--- config.mk ---
export PLATFORM = sky130hd
export DESIGN_NAME = binary_to_ascii_digits_top
export DESIGN_NICKNAME = d
export VERILOG_FILES = /design/src/sv/b2a_pkg.sv /design/src/sv/b2a_ctrl.sv /design/src/sv/b2a_dp.sv /design/src/sv/binary_to_ascii_digits_top.sv
export VERILOG_INCLUDE_DIRS = /design/src /design/src/sv
export SDC_FILE = /design/constraint.sdc
export NUM_CORES = 1
export LEC_CHECK = 0
export BUFFER_PORTS_ARGS = -buffer_cell sky130_fd_sc_hd__clkbuf_2
export CAP_MARGIN = 20
export CORE_ASPECT_RATIO = 1.4
export CORE_MARGIN = 2
export CORE_UTILIZATION = 45
export CTS_BUF_LIST = sky130_fd_sc_hd__clkbuf_4 sky130_fd_sc_hd__clkbuf_8
export DETAILED_ROUTE_END_ITERATION = 12
export HOLD_SLACK_MARGIN = 0.05
export PLACE_DENSITY = 0.62
export SYNTH_ARGS = -nofsm -noshare
export SYNTH_HDL_FRONTEND = slang
export SYNTH_HIERARCHICAL = 1
export SYNTH_SLANG_ARGS = --single-unit
--- constraint.sdc ---
create_clock -name clk -period 7.4 [get_ports clk]
set_input_delay 1.11 -clock clk [delete_from_list [all_inputs] [get_ports clk]]
set_output_delay 1.11 -clock clk [all_outputs]
set_load 0.02 [all_outputs]
--- src/sv/binary_to_ascii_digits_top_macros.svh ---
// ----------------------------------------------------------------------------
// binary_to_ascii_digits_top_macros.svh - assertion macros
// Shared concurrent assertion forms, clocked and reset-qualified.
// ----------------------------------------------------------------------------
`ifndef BINARY_TO_ASCII_DIGITS_TOP_MACROS_SVH
`define BINARY_TO_ASCII_DIGITS_TOP_MACROS_SVH

// same-cycle implication
`define B2A_ASSERT_IMPL(lbl, clk, rst_n, ante, cons, msg) \
    lbl: assert property (@(posedge clk) disable iff (!rst_n) (ante) |-> (cons)) \
        else $error(msg);

// next-cycle implication
`define B2A_ASSERT_NEXT(lbl, clk, rst_n, ante, cons, msg) \
    lbl: assert property (@(posedge clk) disable iff (!rst_n) (ante) |=> (cons)) \
        else $error(msg);

`endif

--- src/sv/b2a_pkg.sv ---
// ----------------------------------------------------------------------------
// b2a_pkg - shared types and constants
// Command/status structs and digit-to-ASCII mapping.
// ----------------------------------------------------------------------------
package b2a_pkg;

    localparam int VALUE_PORT_W = 64;
    localparam int DIGIT_W      = 4;
    localparam int CHAR_W       = 7;

    localparam logic [CHAR_W-1:0]  ASCII_ZERO = 7'h30;
    localparam logic [CHAR_W-1:0]  ASCII_A    = 7'h41;
    localparam logic [DIGIT_W-1:0] DEC_RADIX  = 4'd10;
    localparam logic [DIGIT_W-1:0] BCD_ADJ_MIN = 4'd5;
    localparam logic [DIGIT_W-1:0] BCD_ADJ     = 4'd3;

    typedef struct packed {
        logic load;
        logic conv;
        logic shift;
    } b2a_cmd_t;

    typedef struct packed {
        logic conv_last;
        logic top_zero;
        logic cnt_zero;
    } b2a_stat_t;

    function automatic logic [CHAR_W-1:0] digit_to_ascii(input logic [DIGIT_W-1:0] d);
        logic [CHAR_W-1:0] c;
        if (d < DEC_RADIX)
        begin
            c = ASCII_ZERO + {3'b000, d};
        end
        else
        begin
            c = ASCII_A + {3'b000, d - DEC_RADIX};
        end
        return c;
    endfunction

endpackage

--- src/sv/b2a_ctrl.sv ---
// ----------------------------------------------------------------------------
// b2a_ctrl - conversion sequencer
// Load, double-dabble steps, leading-zero skip and digit emission.
// ----------------------------------------------------------------------------
module b2a_ctrl (
    input  logic               clk,
    input  logic               rst_n,
    input  logic               in_valid,
    input  logic               hex_mode,
    output logic               in_ready,
    output logic               out_valid,
    input  logic               out_ready,
    input  b2a_pkg::b2a_stat_t stat,
    output b2a_pkg::b2a_cmd_t  cmd
);
    import b2a_pkg::*;

    typedef enum logic [3:0] {
        ST_IDLE = 4'b0001,
        ST_CONV = 4'b0010,
        ST_SKIP = 4'b0100,
        ST_EMIT = 4'b1000
    } state_t;

    state_t state_reg;
    state_t state_next;

    always_ff @(posedge clk or negedge rst_n)
    begin
        if (!rst_n)
        begin
            state_reg <= ST_IDLE;
        end
        else
        begin
            state_reg <= state_next;
        end
    end

    always_comb
    begin
        state_next = state_reg;
        cmd        = '0;
        in_ready   = 1'b0;
        out_valid  = 1'b0;
        case (state_reg)
            ST_IDLE:
            begin
                in_ready = 1'b1;
                if (in_valid)
                begin
                    cmd.load   = 1'b1;
                    state_next = hex_mode ? ST_SKIP : ST_CONV;
                end
            end
            ST_CONV:
            begin
                cmd.conv = 1'b1;
                if (stat.conv_last)
                begin
                    state_next = ST_SKIP;
                end
            end
            ST_SKIP:
            begin
                if (stat.top_zero && !stat.cnt_zero)
                begin
                    cmd.shift = 1'b1;
                end
                else
                begin
                    state_next = ST_EMIT;
                end
            end
            ST_EMIT:
            begin
                out_valid = 1'b1;
                if (out_ready)
                begin
                    cmd.shift = 1'b1;
                    if (stat.cnt_zero)
                    begin
                        state_next = ST_IDLE;
                    end
                end
            end
            default:
            begin
                state_next = ST_IDLE;
            end
        endcase
    end

endmodule

--- src/sv/b2a_dp.sv ---
// ----------------------------------------------------------------------------
// b2a_dp - conversion datapath
// Shift/add-3 BCD register, bit and digit counters, ASCII output.
// ----------------------------------------------------------------------------
module b2a_dp #(
    parameter int VALUE_WIDTH = 64
) (
    input  logic                                clk,
    input  logic                                rst_n,
    input  logic [b2a_pkg::VALUE_PORT_W-1:0]    value,
    input  logic                                hex_mode,
    input  b2a_pkg::b2a_cmd_t                   cmd,
    output b2a_pkg::b2a_stat_t                  stat,
    output logic [b2a_pkg::CHAR_W-1:0]          character,
    output logic                                last
);
    import b2a_pkg::*;

    localparam int NDIG  = (VALUE_WIDTH * 30103) / 100000 + 1;
    localparam int BCD_W = NDIG * DIGIT_W;
    localparam int DCW   = $clog2(NDIG);
    localparam int BCW   = $clog2(VALUE_WIDTH);

    localparam logic [DCW-1:0] DIG_LAST = DCW'(NDIG - 1);
    localparam logic [BCW-1:0] BIT_LAST = BCW'(VALUE_WIDTH - 1);

    logic [BCD_W-1:0]       bcd_reg, bcd_next;
    logic [VALUE_WIDTH-1:0] bin_reg, bin_next;
    logic [DCW-1:0]         dig_cnt_reg, dig_cnt_next;
    logic [BCW-1:0]         bit_cnt_reg, bit_cnt_next;
    logic [BCD_W-1:0]       bcd_adj;
    logic [DIGIT_W-1:0]     top_digit;

    always_comb
    begin
        for (int i = 0; i < NDIG; i++)
        begin
            if (bcd_reg[i*DIGIT_W +: DIGIT_W] >= BCD_ADJ_MIN)
            begin
                bcd_adj[i*DIGIT_W +: DIGIT_W] = bcd_reg[i*DIGIT_W +: DIGIT_W] + BCD_ADJ;
            end
            else
            begin
                bcd_adj[i*DIGIT_W +: DIGIT_W] = bcd_reg[i*DIGIT_W +: DIGIT_W];
            end
        end
    end

    always_comb
    begin
        bcd_next     = bcd_reg;
        bin_next     = bin_reg;
        dig_cnt_next = dig_cnt_reg;
        bit_cnt_next = bit_cnt_reg;
        if (cmd.load)
        begin
            dig_cnt_next = DIG_LAST;
            bit_cnt_next = BIT_LAST;
            bin_next     = value[VALUE_WIDTH-1:0];
            if (hex_mode)
            begin
                bcd_next = {{(BCD_W-VALUE_WIDTH){1'b0}}, value[VALUE_WIDTH-1:0]};
            end
            else
            begin
                bcd_next = '0;
            end
        end
        else if (cmd.conv)
        begin
            bcd_next     = {bcd_adj[BCD_W-2:0], bin_reg[VALUE_WIDTH-1]};
            bin_next     = {bin_reg[VALUE_WIDTH-2:0], 1'b0};
            bit_cnt_next = bit_cnt_reg - 1'b1;
        end
        else if (cmd.shift)
        begin
            bcd_next     = {bcd_reg[BCD_W-DIGIT_W-1:0], {DIGIT_W{1'b0}}};
            dig_cnt_next = dig_cnt_reg - 1'b1;
        end
    end

    always_ff @(posedge clk or negedge rst_n)
    begin
        if (!rst_n)
        begin
            dig_cnt_reg <= '0;
            bit_cnt_reg <= '0;
        end
        else
        begin
            dig_cnt_reg <= dig_cnt_next;
            bit_cnt_reg <= bit_cnt_next;
        end
    end

    always_ff @(posedge clk)
    begin
        bcd_reg <= bcd_next;
        bin_reg <= bin_next;
    end

    assign top_digit      = bcd_reg[BCD_W-1 -: DIGIT_W];
    assign stat.conv_last = (bit_cnt_reg == '0);
    assign stat.top_zero  = (top_digit == '0);
    assign stat.cnt_zero  = (dig_cnt_reg == '0);
    assign character      = digit_to_ascii(top_digit);
    assign last           = (dig_cnt_reg == '0);

endmodule

--- src/sv/binary_to_ascii_digits_top.sv ---
// ----------------------------------------------------------------------------
// binary_to_ascii_digits_top - binary to decimal/hex ASCII converter
// Emits the digits of one value per input transaction, MSD first.
//
//   channel | signals                     | payload
//   --------+-----------------------------+---------------------
//   in      | in_valid / in_ready         | value, hex_mode
//   out     | out_valid / out_ready       | character, last
//
// Decimal: after the accept, VALUE_WIDTH shift/add-3 steps run in the BCD step loop.
// Skip: leading zero digits are shifted out, one per step, then ST_SKIP exits; digits
// are then emitted one per cycle while out_ready is high; a low out_ready stalls them.
// Hex bypasses the BCD loop.
// One item in flight; in_ready is low until the last digit transaction.
// Reset clears the FSM state and the bit and digit counters only; out_ready stalls hold the digit.
// ----------------------------------------------------------------------------
`include "binary_to_ascii_digits_top_macros.svh"

module binary_to_ascii_digits_top #(
    parameter int VALUE_WIDTH = 64
) (
    input  logic                              clk,
    input  logic                              rst_n,
    input  logic                              in_valid,
    output logic                              in_ready,
    input  logic [b2a_pkg::VALUE_PORT_W-1:0]  value,
    input  logic                              hex_mode,
    output logic                              out_valid,
    input  logic                              out_ready,
    output logic [b2a_pkg::CHAR_W-1:0]        character,
    output logic                              last
);
    import b2a_pkg::*;

    b2a_cmd_t  cmd;
    b2a_stat_t stat;

    b2a_ctrl u_ctrl (
        .clk       (clk),
        .rst_n     (rst_n),
        .in_valid  (in_valid),
        .hex_mode  (hex_mode),
        .in_ready  (in_ready),
        .out_valid (out_valid),
        .out_ready (out_ready),
        .stat      (stat),
        .cmd       (cmd)
    );

    b2a_dp #(
        .VALUE_WIDTH (VALUE_WIDTH)
    ) u_dp (
        .clk       (clk),
        .rst_n     (rst_n),
        .value     (value),
        .hex_mode  (hex_mode),
        .cmd       (cmd),
        .stat      (stat),
        .character (character),
        .last      (last)
    );

    `B2A_ASSERT_IMPL(a_no_overlap, clk, rst_n, out_valid, !in_ready, "input taken during emit")
    `B2A_ASSERT_NEXT(a_conv_first, clk, rst_n, in_valid && in_ready, !out_valid, "digit before conversion")
    `B2A_ASSERT_NEXT(a_digits_burst, clk, rst_n, out_valid && out_ready && !last, out_valid, "gap within digits")
    `B2A_ASSERT_NEXT(a_done_idle, clk, rst_n, out_valid && out_ready && last, in_ready, "not idle after last")

endmodule

==> results by group, run 1 <==
Run status
  • Status: finished, final reports clean

Layout
  • Share of post-route cells with drive strength above 1: around 23%
  • N_diodes: 0
  • Design area: 10260 µm²
  • Max reg flops: 80
  • Final net count: about 1000
  • Layout Area Growth over Synthesis: 10.19%
  • Number of fill cells in the layout: 1870

Synthesis
  • Post-synthesis cell count: a little over 800
  • Synth Warn #: 6
  • Net Count, Synth: roughly 940
  • Area contributors post-synth: edfxtp_1, mux2_2, ha_1
  • Post-synth EDFFs: ~140
  • Async SR Flop Fraction: roughly a tenth
  • Register area share after synthesis: around half
  • Library cells used by synthesis: 50
  • Post-synth top flop: edfxtp_1
  • #FFs+latches synth: about 160
  • Syn Area/Cell: between 10 and 15 µm²
  • Yosys top cell by area: edfxtp_1
  • Netlist Area Pre-Place: a little over 9000 µm²
  • Post-synth top area share: approximately 46%

STA
  • RSZ-0062 raised after global routing: no
  • Fin crit period: ~3.6 ns
  • Maximum clock rate: between 200 and 300 MHz
  • Slew Viols, Final: 0
  • Actual slew at the worst max-slew pin: about 0.98 ns
  • Final hold slack: between 0.5 and 0.6 ns
  • Fin crit share: 49.15%
  • Headroom to the max-slew limit: about a third
  • Post-route setup TNS: 0 ns
  • Final hold vios: 0
  • Final setup fails: 0
  • Clock Skews: between 0.01 and 0.015 ns

Critical path
  • CP Cell Sequence: nor4b_2 -> nand2_1 -> inv_4 -> inv_2 -> nand2_1 -> buf_4 -> or3_1 -> o31ai_1
  • Critical R2R Launch: u_ctrl/state_reg[0]
  • Crit-path most repeated cell: nand2_1
  • Flop2flop setup slack: between 3 and 4 ns
  • Crit path launch type: flop
  • Crit path from: u_ctrl/state_reg[0]
  • Reg-to-Reg End: u_dp/bcd_reg[64]
  • Max incr delay on CP: around 0.76 ns
  • Path type of the worst setup path: reg2reg
  • Worst setup EP type: flop
  • Crit path buf inv count: 3
  • R2R depth: 8
  • Worst path required time: 7.59 ns
  • Top delay family on crit path: simple AND/OR/NAND/NOR gates
  • Worst EP arrival: ~3.8 ns
  • Worst-path fanout max: 54
  • Slowest cell on crit path: nand2_1

Floorplan
  • Ports: 79
  • Initial Utilization: around 46%
  • Core area: 20400 µm²
  • Die height: roughly 170 µm
  • Die W: ~130 µm
  • # rows: slightly above 60
  • Die area: approximately 22000 µm²

Routing
  • Router iterations before antenna repair: 5
  • Avg WL per Cell: 17.22 µm
  • Antenna viol nets, final: 0
  • Post-route DRC: 0
  • Iter 0 DRT Violations: approximately 460
  • Vias per cell: between 5 and 6
  • Vias: around 6600
  • WL final: 19.94 mm

GRT
  • First-pass GRT wire length: around 33 mm
  • Initial antenna violation count: 0
  • Tot GR Track Use: between 10% and 20%
  • GR Overflow Total: 0
  • Largest net degree at the start of global routing: 81
  • Vias in the first global route: 6560

Hold path
  • Hold_sp: u_dp/bit_cnt_reg[5]
  • Worst hold stages: 2
  • Hold Path Class: reg2reg
  • Hold Path End: u_dp/bit_cnt_reg[5]

Clocking
  • Hold buffer count at CTS: 0
  • Clock Path Buffers: 2
  • Clk_lat worst skew: 0.46 ns
  • TritonCTS clock tree: yes
  • CTS Root Cell: clkbuf_8
  • CTS H-Tree Depth: 4
  • Clk slew on worst S/H paths: about 0.080 ns
  • Number of gates resized after CTS: 0
  • Postcts setup bufs: 0
  • CTS buffer count: 17
  • Clock sink count: roughly 160

Placement
  • Port bufs: just under 80
  • HPWL Detailed: approximately 13 mm
  • Placed Area: between 9000 and 10000 µm²
  • Routability cong.: between 0.7 and 0.8

Power and ir drop
  • Flop pwr share: between 50% and 60%
  • Sw Ratio: around a fifth
  • Clk network pwr share: 41.2%
  • Net load switching power: around 0.34 mW
  • Comb pwr share: 1.8%
  • Internal power: ~1.4 mW
  • Leak pwr: 4.201 nW
  • VDD IR max: about 0.093 mV
  • Power Density: 164.7 nW/µm²
  • Final Power: 1.689 mW

Flow run
  • Number of max-cap violations: 0
[layout make-up]
class | instances | area [µm²] | area share (%)
Clock buffer | 20 | 256.5 | 2.501
Clock inverter | 12 | 167.7 | 1.635
Inverter | 50 | 190.2 | 1.854
Multi-Input combinational cell | 576 | 4159 | 40.55
Sequential cell | 159 | 4701 | 45.83
Tap cell | 256 | 320.3 | 3.123
Timing Repair Buffer | 85 | 462.9 | 4.513
[power groups by stage]
stage | sequential (mW) | clock [mW] | combinational (mW)
3_5_place_dp | 0.984 | 0 | 0.0303
4_1_cts | 0.964 | 0.720 | 0.0305
2_1_floorplan | 0.984 | 0 | 0.00150
5_1_grt | 0.964 | 0.753 | 0.0325
3_3_place_gp | 0.984 | 0 | 0.0303
6_report | 0.964 | 0.696 | 0.0296
[synth_stat cells (10+ instances only)]
| cell | count |
|---|---|
| edfxtp_1 | 144 |
| mux2_2 | 78 |
| nand2_1 | 76 |
| o21ai_0 | 68 |
| a21oi_1 | 48 |
| inv_1 | 48 |
| ha_1 | 45 |
| nor3b_1 | 35 |
| a22oi_1 | 30 |
| nand3_1 | 28 |
| buf_2 | 22 |
| nand2b_1 | 22 |
| and3_1 | 16 |
| o22ai_1 | 16 |
| dfrtp_1 | 14 |
| nor2_1 | 14 |
| or3_1 | 12 |
| nor3_1 | 10 |
| o311ai_1 | 10 |
[tightest hold or removal path: stages (launching register included)]
cell and delay, ns:
dfrtp_1 0.37, xor2_1 0.07, nand2_1 0.05
[layer usage]
layer	GRT usage, %	wire length, µm	up-vias
met5	0	0	-
met4	5.093	205	0
met3	3.724	766	15
met2	31.98	10180	136
met1	23.67	8784	3218
li1	-	-	3215
[cells by family after synthesis]
logic type	count (synthesis)	share of synthesized area [%]
flip-flops	159	50.50
adder cells (fa/ha/maj)	45	6.048
XOR/XNOR	17	1.600
multiplexers	87	10.40
AND/OR/NAND/NOR	233	13.79
buffers and inverters	95	4.892
AO/OA/AOI/OAI	194	12.77
[cells in the final DEF, fill, tap and decap left out, drive strengths merged, types with 2 or more instances in the layout]
cell	Yosys	layout
mux2i	9	9
a22oi	30	30
nand2	76	76
nor3b	35	35
a21oi	48	48
mux2	78	78
clkinvlp	0	2
nand2b	22	22
and2	3	3
o311ai	10	10
bufinv	0	4
or4b	2	2
a22o	3	3
o31ai	3	3
buf	36	7
o22ai	16	16
xor2	9	9
xnor2	8	8
nor2b	4	4
ha	45	45
clkbuf	9	98
o21ai	68	68
inv	50	50
a221o	6	6
nand3	28	28
nor3	11	11
a311oi	4	4
nor4b	5	5
nor2	15	15
nor4	2	2
edfxtp	144	144
clkinv	0	6
and3	16	16
dfrtp	14	14
or3	12	12
[worst max-delay path by stage]
stage,endpoint,slack (ns),cells after the start
5_1_grt,u_dp/bcd_reg[64],3.37,8
6_report,u_dp/bcd_reg[64],3.76,8
4_1_cts,u_dp/bcd_reg[64],3.72,8
3_3_place_gp,u_dp/bcd_reg[64],3.50,8
3_5_place_dp,u_dp/bcd_reg[64],3.42,8
2_1_floorplan,u_dp/bcd_reg[0],3.53,6
[stage by stage]
stage	utilization (%)	instances	worst slack, ns
final	50.28	1158	3.763
after floorplan	-	830	3.531
after global placement	48.06	1125	3.497
after detailed placement	48.06	1125	3.417
after global routing	50.28	1158	3.366
after CTS	50.14	1157	3.720
(Power assumes the default switching activity.)
==> run 2, diff against run 1 <==
==> constraint.sdc (replaced) <==
create_clock -name clk -period 3.6 [get_ports clk]
set_input_delay 0.54 -clock clk [delete_from_list [all_inputs] [get_ports clk]]
set_output_delay 0.54 -clock clk [all_outputs]
set_load 0.02 [all_outputs]
==> results by group, run 2 (synthesis results as in run 1) <==
Critical path
  • Worst EP arrival: between 2 and 3 ns
  • Max incr delay on CP: ~0.58 ns
  • Path type of the worst setup path: reg2reg
  • Worst-path fanout max: 30
  • Worst path required time: between 3 and 4 ns
  • CP Cell Sequence: nor4b_2 -> nand2_1 -> inv_4 -> inv_2 -> nand2_1 -> buf_4 -> nor3_1 -> a311o_1
  • Crit-path most repeated cell: nand2_1
  • Worst setup EP type: flop
  • Crit path launch type: flop
  • Slowest cell on crit path: dfstp_2

Placement
  • Placed Area: 9888 µm²
  • Placed Cells: ~1100
  • HPWL Detailed: approximately 13 mm
  • Routability cong.: between 0.7 and 0.8
  • Port bufs: 78

Floorplan
  • Die area: around 22000 µm²
  • Ports: a little under 80
  • Core area: just over 20000 µm²
  • Die W: around 130 µm
  • Initial Utilization: 45.63%
  • Die height: 174.2 µm
  • # rows: 62

Clocking
  • CTS H-Tree Depth: 4
  • Clock Path Buffers: 2
  • TritonCTS clock tree: yes
  • Clk slew on worst S/H paths: roughly 0.090 ns
  • CTS buffer count: 17
  • Number of gates resized after CTS: 0
  • Clock sink count: 159
  • Clk_lat worst skew: between 0.4 and 0.5 ns
  • CTS Root Cell: clkbuf_8

Layout
  • Commonest cells after routing, fill and taps aside: edfxtp_1, clkbuf_2, mux2_2
  • Max reg flops: 80
  • Cell Count, Final, Fillers Out: between 1000 and 1500
  • Final net count: between 1000 and 1500
  • Share of post-route cells with drive strength above 1: a little under a quarter
  • Final Core Density: about half
  • Layout Area Growth over Synthesis: 10.20%
  • Area of the multi-input gates: 4159 µm²
  • Design area: 10260 µm²
  • Number of fill cells in the layout: ~1900
  • FF/Latch Area: 4701 µm²
  • Most common cell after layout, fill and taps aside: edfxtp_1

Routing
  • Avg WL per Cell: around 17 µm
  • Vias: 6556
  • Iter 0 DRT Violations: ~380
  • Antenna viol nets, final: 0
  • Router iterations before antenna repair: 5
  • Vias per cell: 5.627
  • WL final: 20.14 mm
  • Post-route DRC: 0

Power and ir drop
  • Leak pwr: between 4 and 5 nW
  • Power Density: around 320 nW/µm²
  • VDD IR max: approximately 0.2 mV
  • Flop pwr share: 60.7%
  • Clk network pwr share: a little under two fifths
  • Internal power: approximately 2.5 mW
  • Sw Ratio: between 20% and 30%
  • Comb pwr share: 1.8%
  • Net load switching power: roughly 0.72 mW

GRT
  • First-pass GRT wire length: 33.17 mm
  • Initial antenna violation count: 0
  • GR Util met3: between 3 and 4%
  • Layer with the highest usage: met2
  • Largest net degree at the start of global routing: 77
  • M2 GR Usage: between 30% and 40%
  • Met1 Resource Use GR: between 20% and 30%
  • GR Overflow Total: 0
  • Vias in the first global route: ~6600
  • Tot GR Track Use: 18.70%

STA
  • Maximum clock rate: approximately 360 MHz
  • Fin crit period: around 2.8 ns
  • RSZ-0062 raised after global routing: no
  • Actual slew at the worst max-slew pin: 1.082 ns
  • Final hold slack: between 0.3 and 0.4 ns
  • Final hold vios: 0
  • Fin crit share: 76.90%
  • Final setup fails: 0
  • Clock Skews: 0.01176 ns
  • Post-route setup TNS: 0 ns
  • Slew Viols, Final: 0
  • Headroom to the max-slew limit: between 20% and 30%

Run status
  • Status: finished, final reports clean

Flow run
  • Number of max-cap violations: 0

Hold path
  • Hold Path Class: in2reg
[run 2: changes by cell type in the layout (fill, tap and decap cells not counted), sizes merged, moves of 2 or more]
cell,previous run,this run
bufinv,4,1
clkbuf,98,95
clkinvlp,2,6
buf,7,12
clkinv,6,8
[run 2: layout make-up]
type | count | share of cell area [%]
Sequential cell | 159 | 45.82
Multi-Input combinational cell | 576 | 40.54
Timing Repair Buffer | 91 | 5.147
Tap cell | 256 | 3.122
Clock buffer | 17 | 2.281
Inverter | 50 | 1.854
Clock inverter | 15 | 1.207
Antenna cell | 1 | 0.02439
[run 2: path summary, 6_finish.rpt]
| kind | from | end | slack [ns] | depth (start not counted) |
|---|---|---|---|---|
| min | value[39] | u_dp/bcd_reg[39] | 0.38 | 3 |
| max | u_ctrl/state_reg[0] | u_dp/bcd_reg[66] | 0.83 | 8 |
| min reg2reg | u_dp/bit_cnt_reg[5] | u_dp/bit_cnt_reg[5] | 0.52 | 2 |
| max reg2reg | u_ctrl/state_reg[0] | u_dp/bcd_reg[66] | 0.83 | 8 |
| max in group asynchronous | rst_n | u_ctrl/state_reg[0] | 2.76 | 2 |
| min in group asynchronous | rst_n | u_ctrl/state_reg[2] | 0.53 | 2 |
[run 2: worst max-delay path, delay by kind of cell, from the launching register on]
family	cells	cell delay, ns
buffers and inverters	3	0.86
AND/OR/NAND/NOR	4	0.76
flip-flops	1	0.58
AO/OA/AOI/OAI	1	0.32
[run 2: what timing repair did]
| item | CTS | global route |
|---|---|---|
| hold buffers | 1 | 0 |
| buffers inserted | 0 | 0 |
| endpoints found under the hold margin | 14 | 0 |
[run 2: metal layers]
layer,vias up,part of all wire (%),routed length [µm]
met5,-,0,0
met4,0,1.3,270
met3,21,3.3,663
met2,100,50,10110
met1,3209,45,9098
li1,3226,-,-
[run 2: stage by stage]
stage | power [mW] | setup slack [ns]
floorplan | 2.026 | 0.1751
global placement | 2.084 | 0.9116
detailed placement | 2.084 | 0.8129
CTS | 3.313 | 0.7822
global route | 3.383 | 0.5532
finish | 3.266 | 0.8317
[run 2: power by group through the flow]
stage | logic [mW] | clock network, mW | registers (mW)
6_report | 0.0603 | 1.22 | 1.98
5_1_grt | 0.0659 | 1.34 | 1.98
4_1_cts | 0.0619 | 1.27 | 1.98
3_5_place_dp | 0.0607 | 0 | 2.02
3_3_place_gp | 0.0612 | 0 | 2.02
2_1_floorplan | 0.00308 | 0 | 2.02
